===== src/rtl/tcw_pkg.sv =====
`default_nettype none
// ----------------------------------------------------------------------------
// tcw_pkg
// Shared types and constants for the text console writer: the item and
// result beats, opcodes, and the controller-to-datapath command and status.
// ----------------------------------------------------------------------------
package tcw_pkg;

    typedef struct packed {
        logic [1:0] opcode;
        logic [7:0] char_code;
        logic [5:0] target_row;
        logic [7:0] target_column;
        logic       show_cursor;
    } t_item;

    typedef struct packed {
        logic [5:0]  cursor_row;
        logic [7:0]  cursor_column;
        logic [13:0] cursor_position;
        logic        cursor_update;
        logic [7:0]  cell_char;
        logic [7:0]  cell_attribute;
        logic        scrolled;
    } t_result;

    localparam logic [1:0] OP_PUT   = 2'd0;
    localparam logic [1:0] OP_CLEAR = 2'd1;
    localparam logic [1:0] OP_MOVE  = 2'd2;
    localparam logic [1:0] OP_READ  = 2'd3;

    localparam logic [7:0] NEWLINE_CODE = 8'd10;
    localparam logic [7:0] SPACE_CODE   = 8'd32;
    localparam logic [7:0] ATTR_RESET   = 8'd7;

    typedef enum logic [3:0] {
        DP_NOP,
        DP_INIT,
        DP_FILL,
        DP_BLANK,
        DP_PUT,
        DP_MOVE,
        DP_READ,
        DP_PRIME,
        DP_COPY
    } t_dp_op;

    typedef struct packed {
        logic   load;
        logic   finish;
        t_dp_op op;
    } t_dp_cmd;

    typedef struct packed {
        logic put_scroll;
        logic sweep_last;
        logic copy_last;
    } t_dp_status;

endpackage
`default_nettype wire


===== src/rtl/tcw_ctrl.sv =====
`default_nettype none
// ----------------------------------------------------------------------------
// tcw_ctrl
// Sequencer for the console: reset sweep, item dispatch, scroll and clear
// sweeps, and the result strobe.
// ----------------------------------------------------------------------------
module tcw_ctrl (
    input  wire logic             i_clk,
    input  wire logic             i_rst_n,
    input  wire logic             i_start,
    input  wire logic [1:0]       i_opcode,
    input  tcw_pkg::t_dp_status   i_status,
    output logic                  o_busy,
    output logic                  o_done,
    output tcw_pkg::t_dp_cmd      o_cmd
);
    import tcw_pkg::*;

    typedef enum logic [3:0] {
        ST_INIT,
        ST_IDLE,
        ST_PUT,
        ST_MOVE,
        ST_READ,
        ST_FILL,
        ST_PRIME,
        ST_COPY,
        ST_BLANK,
        ST_FINISH
    } t_state;

    t_state r_state, n_state;
    logic   r_done;
    logic   open;
    logic   accept;

    assign open   = (r_state == ST_IDLE) || (r_state == ST_FINISH);
    assign accept = open && i_start;
    assign o_busy = !open;
    assign o_done = r_done;

    always_comb begin
        n_state       = r_state;
        o_cmd.load    = accept;
        o_cmd.finish  = (r_state == ST_FINISH);
        o_cmd.op      = DP_NOP;
        unique case (r_state)
            ST_INIT: begin
                o_cmd.op = DP_INIT;
                if (i_status.sweep_last) n_state = ST_IDLE;
            end
            ST_IDLE, ST_FINISH: begin
                n_state = ST_IDLE;
                if (accept) begin
                    unique case (i_opcode)
                        OP_PUT:   n_state = ST_PUT;
                        OP_CLEAR: n_state = ST_FILL;
                        OP_MOVE:  n_state = ST_MOVE;
                        OP_READ:  n_state = ST_READ;
                    endcase
                end
            end
            ST_PUT: begin
                o_cmd.op = DP_PUT;
                n_state  = i_status.put_scroll ? ST_PRIME : ST_FINISH;
            end
            ST_MOVE: begin
                o_cmd.op = DP_MOVE;
                n_state  = ST_FINISH;
            end
            ST_READ: begin
                o_cmd.op = DP_READ;
                n_state  = ST_FINISH;
            end
            ST_FILL: begin
                o_cmd.op = DP_FILL;
                if (i_status.sweep_last) n_state = ST_FINISH;
            end
            ST_PRIME: begin
                o_cmd.op = DP_PRIME;
                n_state  = ST_COPY;
            end
            ST_COPY: begin
                o_cmd.op = DP_COPY;
                if (i_status.copy_last) n_state = ST_BLANK;
            end
            ST_BLANK: begin
                o_cmd.op = DP_BLANK;
                if (i_status.sweep_last) n_state = ST_FINISH;
            end
        endcase
    end

    always_ff @(posedge i_clk) begin
        if (!i_rst_n) begin
            r_state <= ST_INIT;
            r_done  <= 1'b0;
        end else begin
            r_state <= n_state;
            r_done  <= (r_state == ST_FINISH);
        end
    end

    a_done_follows_finish: assert property (@(posedge i_clk) disable iff (!i_rst_n)
        (r_state == ST_FINISH) |=> r_done)
        else $error("result strobe missing after finish");

    a_done_only_after_finish: assert property (@(posedge i_clk) disable iff (!i_rst_n)
        (r_state != ST_FINISH) |=> !r_done)
        else $error("result strobe without finish");

    a_copy_to_blank: assert property (@(posedge i_clk) disable iff (!i_rst_n)
        (r_state == ST_COPY && i_status.copy_last) |=> (r_state == ST_BLANK))
        else $error("scroll copy did not hand over to blanking");

endmodule
`default_nettype wire


===== config.mk =====
export PLATFORM = sky130hd
export DESIGN_NAME = tcw_ctrl
export DESIGN_NICKNAME = d
export VERILOG_FILES = /design/src/rtl/tcw_pkg.sv /design/src/rtl/tcw_ctrl.sv
export SDC_FILE = /design/constraint.sdc
export NUM_CORES = 1
export LEC_CHECK = 0
export BUFFER_PORTS_ARGS = -buffer_cell sky130_fd_sc_hd__buf_2
export CELL_PAD_IN_SITES_DETAIL_PLACEMENT = 1
export CELL_PAD_IN_SITES_GLOBAL_PLACEMENT = 1
export CORE_ASPECT_RATIO = 0.75
export CORE_UTILIZATION = 27
export CTS_CLUSTER_DIAMETER = 120
export DETAILED_ROUTE_END_ITERATION = 12
export GPL_TIMING_DRIVEN = 0
export PLACE_DENSITY_LB_ADDON = 0.3
export SETUP_SLACK_MARGIN = 0.02
export SLEW_MARGIN = 15
export SYNTH_ARGS = -nofsm -noshare
export SYNTH_HDL_FRONTEND = slang
export SYNTH_SLANG_ARGS = --single-unit

===== constraint.sdc =====
create_clock -name i_clk -period 1.55 [get_ports i_clk]
set_input_delay 0.31 -clock i_clk [delete_from_list [all_inputs] [get_ports i_clk]]
set_output_delay 0.31 -clock i_clk [all_outputs]
set_load 0.02 [all_outputs]

# Word level (Yosys, flattened, before mapping)
# Cells that the tools add are included.
# totals
ff_bits	5
in_bits	8
output_inout_bits	8
# classes
n_eq_ne	15
muxes	8
n_reduce_logical	9
# op_table
operator	n
4-bit one-hot mux with 8 select lines	1
4-bit one-hot mux with 7 select lines	1
4-bit 2-to-1 mux	5
4-bit by 3-bit == test with 1-bit output (second input constant)	4
4-bit one-hot mux with 4 select lines	1
4-bit by 2-bit == test with 1-bit output (second input constant)	2
4-bit == test (second input constant)	2
2-bit OR reduction	3
2-bit == test (second input constant)	2
4-bit by 1-bit == test with 1-bit output (second input constant)	1
4-bit logical NOT	1
2-bit != test (second input constant)	2
3-bit AND reduction	1
2-bit by 1-bit == test with 1-bit output (second input constant)	1
2-bit logical NOT	1
2-bit by 1-bit != test with 1-bit output (second input constant)	1
1-bit logical AND	1
1-bit logical NOT	1
1-bit logical OR	1

# Logic depth before layout (Yosys ltp)
# Gate-level depths: netlist of the first run.
# logic_depth
word_depth	5
mapped_depth	6
depth_no_buf	6

# Worst setup path after synthesis of the first run
# Ideal clock, no wire load.
# synth_timing
kind	register to output
startpoint	reg r_state[0]
endpoint	out o_cmd[2] (netlist bit)
arrival_time_ps	1073
t_required_ps	1240
setup_slack_ps	167
path_stages_with_launch	4
cell_sequence	dfxtp_1 -> clkbuf_4 -> or2b_1 -> a21oi_1
# synth_rtl
element	line_no	source
from (decl)	tcw_ctrl.sv:32	t_state r_state, n_state;
from (signal assigned)	tcw_ctrl.sv:99	r_state <= n_state;
to (decl)	tcw_ctrl.sv:15	output tcw_pkg::t_dp_cmd o_cmd

==> flow_summary.ini, run 1 <==
[grt]
antenna_found_initial = 0
grt_usage = 0.175
grt_pass1_wl_um = 2440
grt_max_degree = 11
grt_pass1_vias = 535
grt_overflow = 0

[placed_design]
dp_slack_ns = 0.0333
dp_hpwl_um = 983
place_congestion = 0.811
numPortBuffers = 15

[finish]
antenna_cells = 0
syn2layout_area_growth_pct = 67.5
drive_above_1_share = 0.615
fin_util = 0.519
layout.nets = 104
n_fill_cell = 201

[floorplanning]
initial_core_util = 0.310
row_count = 12
io_pins = 16
dieArea_mm2 = 0.00200
die_h_um = 39.0
die_x_um = 51.3
core-area_mm2 = 0.00159

[synthesis]
syn_avg_cell_area_um2 = 8.08
synth_compound_area_frac = 0.279
ys.warnings.count = 0
yosys.area_share.adder = 0.102
synth_top_family_by_area = compound AO/OA/AOI/OAI gates
synth.distinct_cells = 34
syn-cell-area_um2 = 493
yosysSeqAreaShare = 0.203
synth_mux_area_frac = 0.0203
syn-num-nets = 73
synthSimpleGateAreaFrac = 0.279
synth-xor-area-share = 0
synthCells = 61
async_flop_share = 0
synth_edf_count = 0
ys.flop_type = dfxtp_1
synth_seq_cells = 5

[critical_path]
reg2reg_depth = 7
cp-start-kind = register
cp.arrival_ns = 1.26
critPathCaptureType = output port
required_ns = 1.24
path_delay_family = flip-flops
cpPeakStageDelay_ns = 0.33
crit_slowest_cell = dfxtp_2
crit_chain = buf_6, nor2_4, a21oi_2, o22ai_1, buf_4
path_buf_inv = 2
crit_type = reg -> out
cp_max_fo = 6
cp.depth = 5

[clock_tree]
numCtsBuffers = 3
clk_latency_ns = 0.24
clk_pin_slew_ns = 0.04
numClockSinks = 5
h-tree-depth = 1
cts_tree = done
cts_max_path_buffers = 2
root_buffer = clkbuf_4

[power_and_ir_drop]
cellPowerDensity_mw_per_mm2 = 1990
ir_worst_vdd_v = 0.000913
p_leak_nw = 0.368

[hold_path]
hold_depth = 2
min_path_type = in -> reg

[sta]
fin_skew_ns = 0.00210
setup_ws_ns = -0.0187
finalCriticalPeriod_ns = 1.57
setup_viol = 2
tightest_slew_ns = 0.382
fmax_mhz = 637
drv_slew = 0
report.final.hold_viol_count = 0
maxSlewHeadroom = 0.744
fin_crit_sh = 1.01
rsz0062_at_grt = true

[routing]
via_count = 563
drc_errors = 0
avgViaCountPerCell = 5.03
first_pass_iters = 4
ant_nets = 0
drt-wirelength-per-cell_um = 13.8
routed_wl_um = 1550
drt_iter0_markers = 6

[status]
violations = setup timing
status = complete, but fails checks

[run]
maxCapViolations = 0
==> where the power goes <==
| part | internal, W | switching (W) |
|---|---|---|
| logic | 0.000631 | 0.000638 |
| clock network | 0.0000974 | 0.0000553 |
| registers | 0.000182 | 0.0000428 |
==> timing repair <==
action / 4_1_cts / 5_1_grt
hold buffers: 0 / 0
setup buffers: 10 / 2
resized for setup: 25 / 8
pin swaps: 6 / 6
setup endpoints to repair: 7 / 7
==> kinds of logic (layout without fill, tap and decap cells) <==
logic type	count (synthesis)	after routing
AO/OA/AOI/OAI	20	20
adder cells (fa/ha/maj)	4	4
buffers and inverters	9	39
flip-flops	5	5
multiplexers	1	1
AND/OR/NAND/NOR	22	22
==> path summary, 6_finish.rpt <==
path | start | slack (ns) | to
max | r_state[2] | -0.02 | o_cmd[1]
min | i_rst_n | 0.33 | o_done
max reg2reg | r_state[2] | 0.14 | r_state[0]
min reg2reg | r_state[2] | 0.75 | r_state[3]
==> area by class of cell <==
| cell class | instances | area [um^2] | area share |
|---|---|---|---|
| Multi-Input combinational cell | 47 | 405 | 0.491 |
| Timing Repair Buffer | 27 | 201 | 0.244 |
| Sequential cell | 5 | 104 | 0.126 |
| Buffer | 4 | 47.5 | 0.0576 |
| Clock buffer | 4 | 26.3 | 0.0318 |
| Tap cell | 21 | 26.3 | 0.0318 |
| Inverter | 4 | 15.0 | 0.0182 |
==> registers in the layout, summed over array words and instances (netlist names) <==
register / flops
o_done: 1
r_state: 4
==> Yosys cell counts, types with 2 or more instances <==
cell	n	area [um^2]
a21oi_1	5	25.0
a21oi_2	2	17.5
a31oi_1	2	12.5
and3_1	2	12.5
buf_6	2	22.5
dfxtp_1	5	100
ha_1	4	50.1
inv_1	3	11.3
nand2b_1	3	18.8
nor2_1	6	22.5
o21ai_0	3	15.0
or2b_1	2	15.0
==> placed cells by master (no fill, tap or decap), types with 2 or more instances in the layout <==
cell and instances:
nand2b_4 2, nor2_4 2, buf_6 8, a31oi_1 2
and3_4 2, nor2_1 4, or2b_1 2, dfxtp_2 3
buf_2 8, dfxtp_1 2, inv_1 3, buf_4 14
clkbuf_4 3, a21oi_2 6, o21ai_0 3, ha_1 4
==> stage by stage <==
stage          TNS (ns)  instance area [um^2]  cells  hold slack, ns  power [W]
6_report        -0.0312                   826    112           0.328    0.00165
5_1_grt          -0.275                   826    112           0.337    0.00175
4_1_cts         -0.0552                   777    110           0.320    0.00154
3_5_place_dp          0                   594     97           0.576    0.00103
3_3_place_gp          0                   594     97           0.579    0.00103
2_1_floorplan         0                   493     61           0.432   0.000834
==> per-layer routing <==
metal | vias up | part of all wire | track usage
li1 | 274 | - | -
met1 | 270 | 0.45 | 0.184
met2 | 16 | 0.49 | 0.352
met3 | 3 | 0.045 | 0.0471
met4 | 0 | 0.0071 | 0.0405
met5 | - | 0 | 0
(Power assumes the default switching activity.)
==> run 2: changes to the inputs <==
--- a/config.mk
+++ b/config.mk
@@ -15,6 +15,7 @@
 export GPL_TIMING_DRIVEN = 0
 export PLACE_DENSITY_LB_ADDON = 0.3
 export SETUP_SLACK_MARGIN = 0.02
+export SKIP_CTS_REPAIR_TIMING = 1
 export SLEW_MARGIN = 15
 export SYNTH_ARGS = -nofsm -noshare
 export SYNTH_HDL_FRONTEND = slang
==> run 2 against run 1 <==
Effect of this change: the flow still finishes with violations (setup timing); first-iteration DRC count down 50%; flip-flop and latch count unchanged; clock skew up 0.0024 ns; register-to-register slack about the same; clock-buffer cell count unchanged; combinational power down 23%; total power down 17%; sequential share of layout area up 2.5 points; utilization down 7.6 points; maximum frequency down 0.44%; clock power about the same; sequential power up 5%; largest cell class unchanged; largest power group unchanged.
==> flow_summary.ini, run 2 (same netlist as run 1, synthesis figures left out) <==
[critical_path]
cp.arrival_ns = 1.27
r2r-start = r_state[2]
reg2reg_setup_slack_ns = 0.13
critPathCaptureType = output port
cp-start-kind = register
cp_max_fo = 7
timing.rr.end = r_state[0]
crit_type = reg -> out
required_ns = 1.24
reg2reg_depth = 7

[floorplanning]
dieArea_mm2 = 0.00200
core-area_mm2 = 0.00159
die_h_um = 39.0
die_x_um = 51.3
initial_core_util = 0.310
io_pins = 16
row_count = 12

[finish]
antenna_cells = 0
final_cell_mix = buf_2, buf_4, a21oi_1, nor2_1
drive_above_1_share = 0.482
design_area_um2 = 704
layout.nets = 96
largest_reg_flops = 4
syn2layout_area_growth_pct = 42.9
regMostFlops = r_state
final_common_cell = buf_2

[hold_path]
hold_path.startpoint = i_rst_n
min_path_type = in -> reg
hold_depth = 2
holdPathEnd = o_done

[routing]
avgViaCountPerCell = 4.89
drc_errors = 0
first_pass_iters = 4
routed_wl_um = 1290
drt_iter0_markers = 3
via_count = 509
ant_nets = 0
drt-wirelength-per-cell_um = 12.4

[clock_tree]
h-tree-depth = 1
clk_latency_ns = 0.25
cts_max_path_buffers = 2
cts_tree = done
root_buffer = clkbuf_4
clk_pin_slew_ns = 0.04
numClockSinks = 5
numCtsBuffers = 3

[sta]
finalCriticalPeriod_ns = 1.58
fin_hold_ws_ns = 0.326
fmax_mhz = 635
setup_viol = 2
fin_crit_sh = 1.02
drv_slew = 0
fin_skew_ns = 0.00447
maxSlewHeadroom = 0.786
setup_ws_ns = -0.0257
tightest_slew_ns = 0.319
rsz0062_at_grt = true
report.final.hold_viol_count = 0

[status]
status = complete, but fails checks
violations = setup timing

[power_and_ir_drop]
comb_power_share = 0.716
p_sw_frac = 0.456
intPower_w = 0.000747
clkPwrFrac = 0.112
p_leak_nw = 0.318
seq_power_share = 0.172
ir_worst_vdd_v = 0.000720
p_switching_w = 0.000625
cellPowerDensity_mw_per_mm2 = 1950

[placed_design]
dp_hpwl_um = 983
dp_slack_ns = 0.0333
place_congestion = 0.811
numPortBuffers = 15
placed_area_um2 = 594

[grt]
grt_max_degree = 11
grt_overflow = 0
antenna_found_initial = 0
grt_pass1_vias = 424
grt_pass1_wl_um = 1960
grt_usage = 0.139

[run]
maxCapViolations = 0
-- run 2: cell count changes in the layout (fill, tap and decap cells not counted), moves of 2 or more --
cell	delta
a21oi_1	+4
a21oi_2	-4
buf_2	+2
buf_4	-6
buf_6	-4
-- run 2: how the worst max path moves through the flow --
| stage | end | slack, ns | depth (start not counted) | start |
|---|---|---|---|---|
| floorplan | o_cmd[2] | 0.17 | 3 | r_state[0] |
| global placement | o_cmd[5] | 0.03 | 5 | r_state[2] |
| detailed placement | o_cmd[5] | 0.03 | 5 | r_state[2] |
| CTS | o_cmd[5] | -0.23 | 5 | r_state[2] |
| global route | o_cmd[0] | -0.11 | 5 | r_state[2] |
| finish | o_cmd[1] | -0.03 | 5 | r_state[2] |
-- run 2: final cells by class --
class                           count  area, um^2
Inverter                            4        15.0
Timing Repair Buffer               19         121
Clock buffer                        4        26.3
Multi-Input combinational cell     47         360
Tap cell                           21        26.3
Fill cell                         206         887
Buffer                              4        48.8
Sequential cell                     5         106
-- run 2: layer usage --
metal,track usage,vias to the layer above,routed length (um)
li1,-,257,-
met1,0.177,238,632
met2,0.224,14,592
met3,0.0471,0,60
met4,0.0405,0,0
met5,0,-,0
-- run 2: worst max-delay path: stages, from the launching register on --
cell	delay (ns)
dfxtp_4	0.35
buf_8	0.13
nor2_4	0.18
a21oi_1	0.09
o22ai_1	0.12
buf_4	0.16
-- run 2: power groups by stage --
stage               logic (W)  clock network (W)  registers (W)
finish               0.000983           0.000154       0.000236
global route          0.00107           0.000173       0.000242
CTS                  0.000822           0.000160       0.000212
detailed placement   0.000821                  0       0.000213
global placement     0.000815                  0       0.000213
floorplan            0.000625                  0       0.000209
-- run 2: per-stage QoR --
| stage | std cells | power [W] | TNS (ns) | utilization |
|---|---|---|---|---|
| 3_5_place_dp | 97 | 0.00103 | 0 | 0.373 |
| 3_3_place_gp | 97 | 0.00103 | 0 | 0.373 |
| 5_1_grt | 104 | 0.00148 | -0.511 | 0.443 |
| 4_1_cts | 101 | 0.00119 | -0.779 | 0.390 |
| 2_1_floorplan | 61 | 0.000834 | 0 | - |
| 6_report | 104 | 0.00137 | -0.0445 | 0.443 |
==> run 3: changes to the inputs <==
==> constraint.sdc (replaced) <==
create_clock -name i_clk -period 1.9 [get_ports i_clk]
set_input_delay 0.38 -clock i_clk [delete_from_list [all_inputs] [get_ports i_clk]]
set_output_delay 0.38 -clock i_clk [all_outputs]
set_load 0.02 [all_outputs]
==> run 3 against run 2 <==
Effect of this change: die area unchanged; first-iteration DRC count increased by 67%; worst hold slack better by 0.076 ns; highest routed layer unchanged; clock skew decreased by 0.0021 ns; largest cell class unchanged; register-to-register slack better by 0.42 ns; final area is 11% lower; critical path type unchanged; the flow now finishes without violations; non-clock buffer count shrank 3.
==> flow_summary.ini, run 3 (same netlist as run 1, synthesis figures left out) <==
[status]
status = completed

[hold_path]
holdPathEnd = o_done
hold_depth = 2
min_path_type = in -> reg
hold_path.startpoint = i_rst_n

[power_and_ir_drop]
ir_worst_vdd_v = 0.000543
p_leak_nw = 0.294
cellPowerDensity_mw_per_mm2 = 1560

[clock_tree]
h-tree-depth = 1
root_buffer = clkbuf_4
clk_latency_ns = 0.25
clk_pin_slew_ns = 0.04
numCtsBuffers = 3
cts_tree = done
cts_max_path_buffers = 2
numClockSinks = 5

[critical_path]
cp-start-kind = register
crit_slowest_cell = dfxtp_1
crit_type = reg -> out
reg2reg_depth = 5
r2r-start = r_state[1]
cp.arrival_ns = 1.38
critPathCaptureType = output port
cpPeakStageDelay_ns = 0.33
timing.rr.end = r_state[1]
reg2reg_setup_slack_ns = 0.55
path_buf_inv = 3
path_delay_family = buffers and inverters
required_ns = 1.52
cp_max_fo = 10
crit_chain = buf_6, nor2_4, and3_1, buf_4, buf_2

[finish]
antenna_cells = 0
design_area_um2 = 626
final_common_cell = buf_2
stdcell_count = 101
drive_above_1_share = 0.388
layout.nets = 93
final_cell_mix = buf_2, nor2_1, a21oi_1, dfxtp_1
largest_reg_flops = 4
regMostFlops = r_state
syn2layout_area_growth_pct = 26.9

[floorplanning]
die_h_um = 39.0
core-area_mm2 = 0.00159
dieArea_mm2 = 0.00200
row_count = 12
die_x_um = 51.3
initial_core_util = 0.310
io_pins = 16

[grt]
antenna_found_initial = 0
grt_max_degree = 11
grt_pass1_vias = 424
grt_pass1_wl_um = 1960
grt_usage = 0.139
grt_overflow = 0

[routing]
via_count = 496
routed_wl_um = 1240
drc_errors = 0
drt_iter0_markers = 5
avgViaCountPerCell = 4.91
first_pass_iters = 4
ant_nets = 0
drt-wirelength-per-cell_um = 12.2

[sta]
drv_slew = 0
fin_hold_ws_ns = 0.403
setup_ws_ns = 0.141
tightest_slew_ns = 0.319
report.final.hold_viol_count = 0
setup_viol = 0
rsz0062_at_grt = false
fin_skew_ns = 0.00238
finalSetupTns_ns = 0
maxSlewHeadroom = 0.786
finalCriticalPeriod_ns = 1.76
fmax_mhz = 569
fin_crit_sh = 0.926

[placed_design]
placed_area_um2 = 594
place_congestion = 0.811
dp.cells = 97
numPortBuffers = 15
dp_slack_ns = 0.313
dp_hpwl_um = 983

[run]
maxCapViolations = 0
==> run 3: changes by cell type in the layout (fill, tap and decap cells not counted), moves of 2 or more <==
| cell | change |
|---|---|
| buf_2 | +6 |
| dfxtp_2 | -2 |
| buf_4 | -7 |
| buf_6 | -2 |
| dfxtp_1 | +3 |
==> run 3: per-stage QoR <==
stage               total power, W  utilization
floorplan                 0.000680            -
global placement          0.000839        0.373
detailed placement        0.000844        0.373
CTS                       0.000974        0.390
global route               0.00105        0.393
finish                    0.000975        0.393
==> run 3: how the worst max path moves through the flow <==
stage,from,end,slack (ns),cells past startpoint
3_5_place_dp,r_state[2],o_cmd[5],0.31,5
4_1_cts,r_state[2],o_cmd[5],0.05,5
2_1_floorplan,r_state[0],o_cmd[2],0.45,3
3_3_place_gp,r_state[2],o_cmd[5],0.31,5
5_1_grt,r_state[3],o_cmd[0],0.05,5
6_report,r_state[2],o_cmd[5],0.14,5
==> run 3: power by group <==
group          total (W)  internal (W)  switching [W]
Clock           0.000126     0.0000796      0.0000469
Sequential      0.000175      0.000143      0.0000328
Combinational   0.000673      0.000273       0.000400
==> run 3: layer usage <==
layer  vias up  share of wire  track usage
met5         -              0            0
met4         0              0       0.0405
met3         0          0.062       0.0471
met2        17           0.42        0.224
met1       227           0.51        0.177
li1        252              -            -
==> run 3: cell type report <==
type	count	area [um^2]
Inverter	4	15.0
Sequential cell	5	100
Clock buffer	4	26.3
Multi-Input combinational cell	47	340
Tap cell	21	26.3
Fill cell	215	966
Buffer	5	42.5
Timing Repair Buffer	15	75.1
